## src/rtl/opm_pkg.sv

```systemverilog
package opm_pkg;

  localparam int unsigned ROW_MAX = 64;
  localparam int unsigned COL_MAX = 64;
  localparam int unsigned WORD_W  = 32;
  localparam int unsigned FRAC_W  = 16;

  localparam int unsigned ROW_AW  = $clog2(ROW_MAX);
  localparam int unsigned COL_AW  = $clog2(COL_MAX);
  localparam int unsigned ACC_AW  = ROW_AW + COL_AW;

  localparam int unsigned DIM_W   = 7;
  localparam int unsigned PASS_W  = 13;
  localparam int unsigned IDX_W   = 13;
  localparam int unsigned CFG_AW  = 2;

  localparam logic [CFG_AW-1:0] CFG_ROWS   = 2'd0;
  localparam logic [CFG_AW-1:0] CFG_COLS   = 2'd1;
  localparam logic [CFG_AW-1:0] CFG_PASSES = 2'd2;

  typedef enum logic [1:0] {
    FUNC_B    = 2'd0,
    FUNC_A    = 2'd1,
    FUNC_READ = 2'd2,
    FUNC_NONE = 2'd3
  } func_e;

  typedef struct packed {
    logic [DIM_W-1:0]  rows;
    logic [DIM_W-1:0]  cols;
    logic [PASS_W-1:0] passes;
  } cfg_t;

  typedef struct packed {
    func_e             func;
    logic [WORD_W-1:0] data;
  } item_t;

  typedef struct packed {
    logic  valid;
    item_t item;
  } qhead_t;

  typedef struct packed {
    logic pop;
    logic clearing;
  } bstat_t;

endpackage

```

## src/rtl/opm_front.sv

```systemverilog
module opm_front (
  input  logic                  clk_i,
  input  logic                  rst_ni,
  input  logic                  in_valid_i,
  output logic                  in_stall_o,
  input  logic [1:0]            func_i,
  input  logic [opm_pkg::WORD_W-1:0] data_word_i,
  input  opm_pkg::bstat_t       bstat_i,
  output opm_pkg::qhead_t       head_o
);
  import opm_pkg::*;

  item_t      fifo_q [2];
  logic       wr_ptr_q, rd_ptr_q;
  logic [1:0] cnt_q;
  logic       push;
  logic       full;

  assign full       = (cnt_q == 2'd2);
  assign in_stall_o = full | bstat_i.clearing;
  // func 3 means nothing: dropped here
  assign push = in_valid_i & ~in_stall_o & (func_i != FUNC_NONE);

  assign head_o.valid = (cnt_q != 2'd0);
  assign head_o.item  = fifo_q[rd_ptr_q];

  always_ff @(posedge clk_i) begin
    if (push) begin
      fifo_q[wr_ptr_q].func <= func_e'(func_i);
      fifo_q[wr_ptr_q].data <= data_word_i;
    end
  end

  always_ff @(posedge clk_i or negedge rst_ni) begin
    if (!rst_ni) begin
      wr_ptr_q <= 1'b0;
      rd_ptr_q <= 1'b0;
      cnt_q    <= 2'd0;
    end else begin
      if (push) wr_ptr_q <= ~wr_ptr_q;
      if (bstat_i.pop) rd_ptr_q <= ~rd_ptr_q;
      case ({push, bstat_i.pop})
        2'b10:   cnt_q <= cnt_q + 2'd1;
        2'b01:   cnt_q <= cnt_q - 2'd1;
        default: cnt_q <= cnt_q;
      endcase
    end
  end

endmodule

```

## config.mk

```make
export PLATFORM = sky130hd
export DESIGN_NAME = opm_front
export DESIGN_NICKNAME = d
export VERILOG_FILES = /design/src/rtl/opm_pkg.sv /design/src/rtl/opm_front.sv
export SDC_FILE = /design/constraint.sdc
export NUM_CORES = 1
export LEC_CHECK = 0
export BUFFER_PORTS_ARGS = -buffer_cell sky130_fd_sc_hd__buf_4
export CAP_MARGIN = 20
export CORE_AREA = 2 2 73 89
export DETAILED_ROUTE_END_ITERATION = 12
export DIE_AREA = 0 0 75 91
export MAX_ROUTING_LAYER = met4
export PLACE_DENSITY = 0.75
export SLEW_MARGIN = 25
export SYNTH_ARGS = -nofsm -noshare
export SYNTH_HDL_FRONTEND = slang
export SYNTH_SLANG_ARGS = --single-unit
```

## constraint.sdc

```tcl
create_clock -name clk_i -period 2.8 [get_ports clk_i]
set_clock_uncertainty 0.15 [all_clocks]
set_input_delay 0.14 -clock clk_i [delete_from_list [all_inputs] [get_ports clk_i]]
set_output_delay 0.14 -clock clk_i [all_outputs]
set_load 0.005 [all_outputs]
```

==> flow_summary.toml <==
[status]
status = "finished clean"

[power_and_ir_drop]
power_frac_comb_pct = 29.8
p_leak_nw = 1.46
peakVddDrop_mv = 0.575
power_switching_mw = 0.751
seq_power_share_pct = 48.1
p_per_area_nw_per_um2 = 756
pwr-share-clk_pct = 22.1
cellInternalPower_mw = 2.17
p_sw_share_pct = 25.7

[finish]
postLayoutCoreUtil_pct = 65.2
drive_gt1_share_pct = 50.8
antenna_cells = 0
nNetsFinal = 286
syn_to_final_growth_pct = 44.2
layout_common_cells = "buf_4 (76), edfxtp_1 (68), dlygate4sd3_1 (37), mux2_2 (34), clkbuf_8 (9)"
layout_commonest_cell = "buf_4"

[drt]
drt_first_pass_iters = 4
wirelength_mm = 5.03
ant_nets = 0
via_count = 1510
route.detailed.drc = 0
first_iter_violations = 89
wl_per_cell_um = 15.2
routed_via_density = 4.55

[sta]
hold_viol = 0
worst_pin_slew_ps = 662
rsz0062_at_grt = "false"
slew-limit-headroom_pct = 55.8
fmax_mhz = 467
fin_crit_sh_pct = 76.5
fin_ws_ps = 658
setup_violations = 0
period_needed_ps = 2140
finalMaxSlewViolations = 0

[clock_tree]
clk_pin_slew_ps = 70
cts_resized = 0
htreeDepth = 3
cts_sinks = 72
numCtsBuffers = 9
cts_tree = "done"
clk_latency_ps = 330
holdBufCountCts = 37
cts_buffer_depth = 2
clockRootBuffer = "clkbuf_8"
post_cts_buffers = 0

[floorplan]
io_pins = 75
rows = 31
core_area_um2 = 5930
die_y_um = 91
die-area_um2 = 6830
initial_utilization_pct = 45.2
die_x_um = 75

[synthesis]
yosysWarnings = 0
synth_area_um2 = 2680
synth_largest_area_cell = "edfxtp_1"
synth_top_area_share_pct = 76.2
postSynthCellCount = 125
synthDistinctLibCells = 15
yosysSeqAreaShare_pct = 79.9
yosys-top-cells-area = "edfxtp_1 (76%), mux2_2 (14%), dfrtp_1 (3.7%)"
postSynthAreaPerCell_um2 = 21.5
yosys_register_bits = 72
synth_nets = 165

[worst_hold_path]
whs_path_depth = 3
hold_path_class = "primary input to flip-flop"
hold_end = "wr_ptr_q$_DFFE_PN0P_"
min_from = "bstat_i[0]"

[global_routing]
grt_pass1_wl_mm = 7.83
grt-ovfl-total = 0
grt_pass1_vias = 1618
antenna_found_initial = 0
grt_max_degree = 35
groute.usage.overall_pct = 16.5

[placement]
dp_slack_ps = 913
gp_congestion = 0.676
port_buffers = 74
dpl.hpwl_mm = 3.07

[setup_path]
startpoint_type = "flip-flop"
regToRegEndpoint = "fifo_q[0][28]$_DFFE_PP_"
rr_worst_depth = 4
reg2reg_slack_ps = 900
crit_path_max_fanout = 22
rr_startpoint = "cnt_q[0]$_DFFE_PN0P_"
crit_required_ps = 2510
arrival_ps = 1850
end_kind = "primary output"
path_class = "flip-flop to primary output"

[job]
cap_viol_max_count = 0
[layer usage]
metal | vias up | GRT usage (%) | share of wire (%)
met5 | - | - | 0
met4 | 0 | 6.25 | 1.2
met3 | 6 | 5.22 | 5.7
met2 | 51 | 26.0 | 54
met1 | 730 | 19.6 | 39
li1 | 723 | - | -
[how the worst max path moves through the flow]
stage / startpoint / endpoint / slack (ps) / cells after the start
after detailed placement: cnt_q[0]$_DFFE_PN0P_ / fifo_q[0][19]$_DFFE_PP_ / 910 / 4
after global routing: rd_ptr_q$_DFFE_PN0P_ / head_o[31] / 570 / 3
after CTS: rd_ptr_q$_DFFE_PN0P_ / head_o[29] / 630 / 3
after floorplan: cnt_q[0]$_DFFE_PN0P_ / fifo_q[0][0]$_DFFE_PP_ / -9 / 3
final: rd_ptr_q$_DFFE_PN0P_ / head_o[29] / 660 / 3
after global placement: cnt_q[0]$_DFFE_PN0P_ / fifo_q[1][19]$_DFFE_PP_ / 970 / 4
[cell usage after synthesis (all sizes together)]
cell and n:
inv 2, mux2 34, ha 1, dfrtp 4, or2 1, xor2 2
xnor2 3, buf 4, edfxtp 68, nor2 3, a211o 1, a21bo 1
a21o 1
[state kept, by name, summed over array words and instances, names as in the netlist]
register and count:
cnt_q 2, fifo_q 68, rd_ptr_q 1, wr_ptr_q 1
[power by group through the flow]
stage          clock network (mW)  registers [mW]  logic (mW)
3_5_place_dp                    0            1.43       0.841
2_1_floorplan                   0            1.38       0.488
6_report                    0.645            1.41       0.871
4_1_cts                     0.658            1.41       0.888
3_3_place_gp                    0            1.42       0.835
5_1_grt                     0.719            1.42       0.934
[through the flow]
step	power [mW]	area, um2	setup TNS, ps	hold WS [ps]	cells
detailed placement	2.27	3350	0	-205	280
floorplan	1.87	2680	-632	-306	125
global placement	2.26	3350	0	-204	280
global route	3.07	3870	0	41.7	332
finish	2.92	3870	0	51.6	332
CTS	2.96	3870	0	35.7	332
[cells by family after synthesis]
family                     count (synthesis)  synth area share (%)
AOI/OAI and AO/OA                          3                  1.07
xor gates and xnor gates                   5                  1.91
adders and majority gates                  1                 0.467
buffers and inverters                      6                  1.73
DFF                                       72                  79.9
muxes                                     34                  14.3
and+or+nand+nor                            4                 0.653
[critical path, cell delays in order (launching register included)]
cell and delay (ps):
dfrtp_1 770, buf_12 260, mux2_2 360, buf_4 140
[final cells by class]
type / count / area (um2)
sequential: 72 / 2140
fill: 420 / 2070
timing repair buffer: 114 / 961
multi-input combinational: 47 / 508
clock buffer: 13 / 139
tap: 82 / 103
clock inverter: 2 / 7.51
inverter: 2 / 7.51
Power figures use the tool's default switching activity.
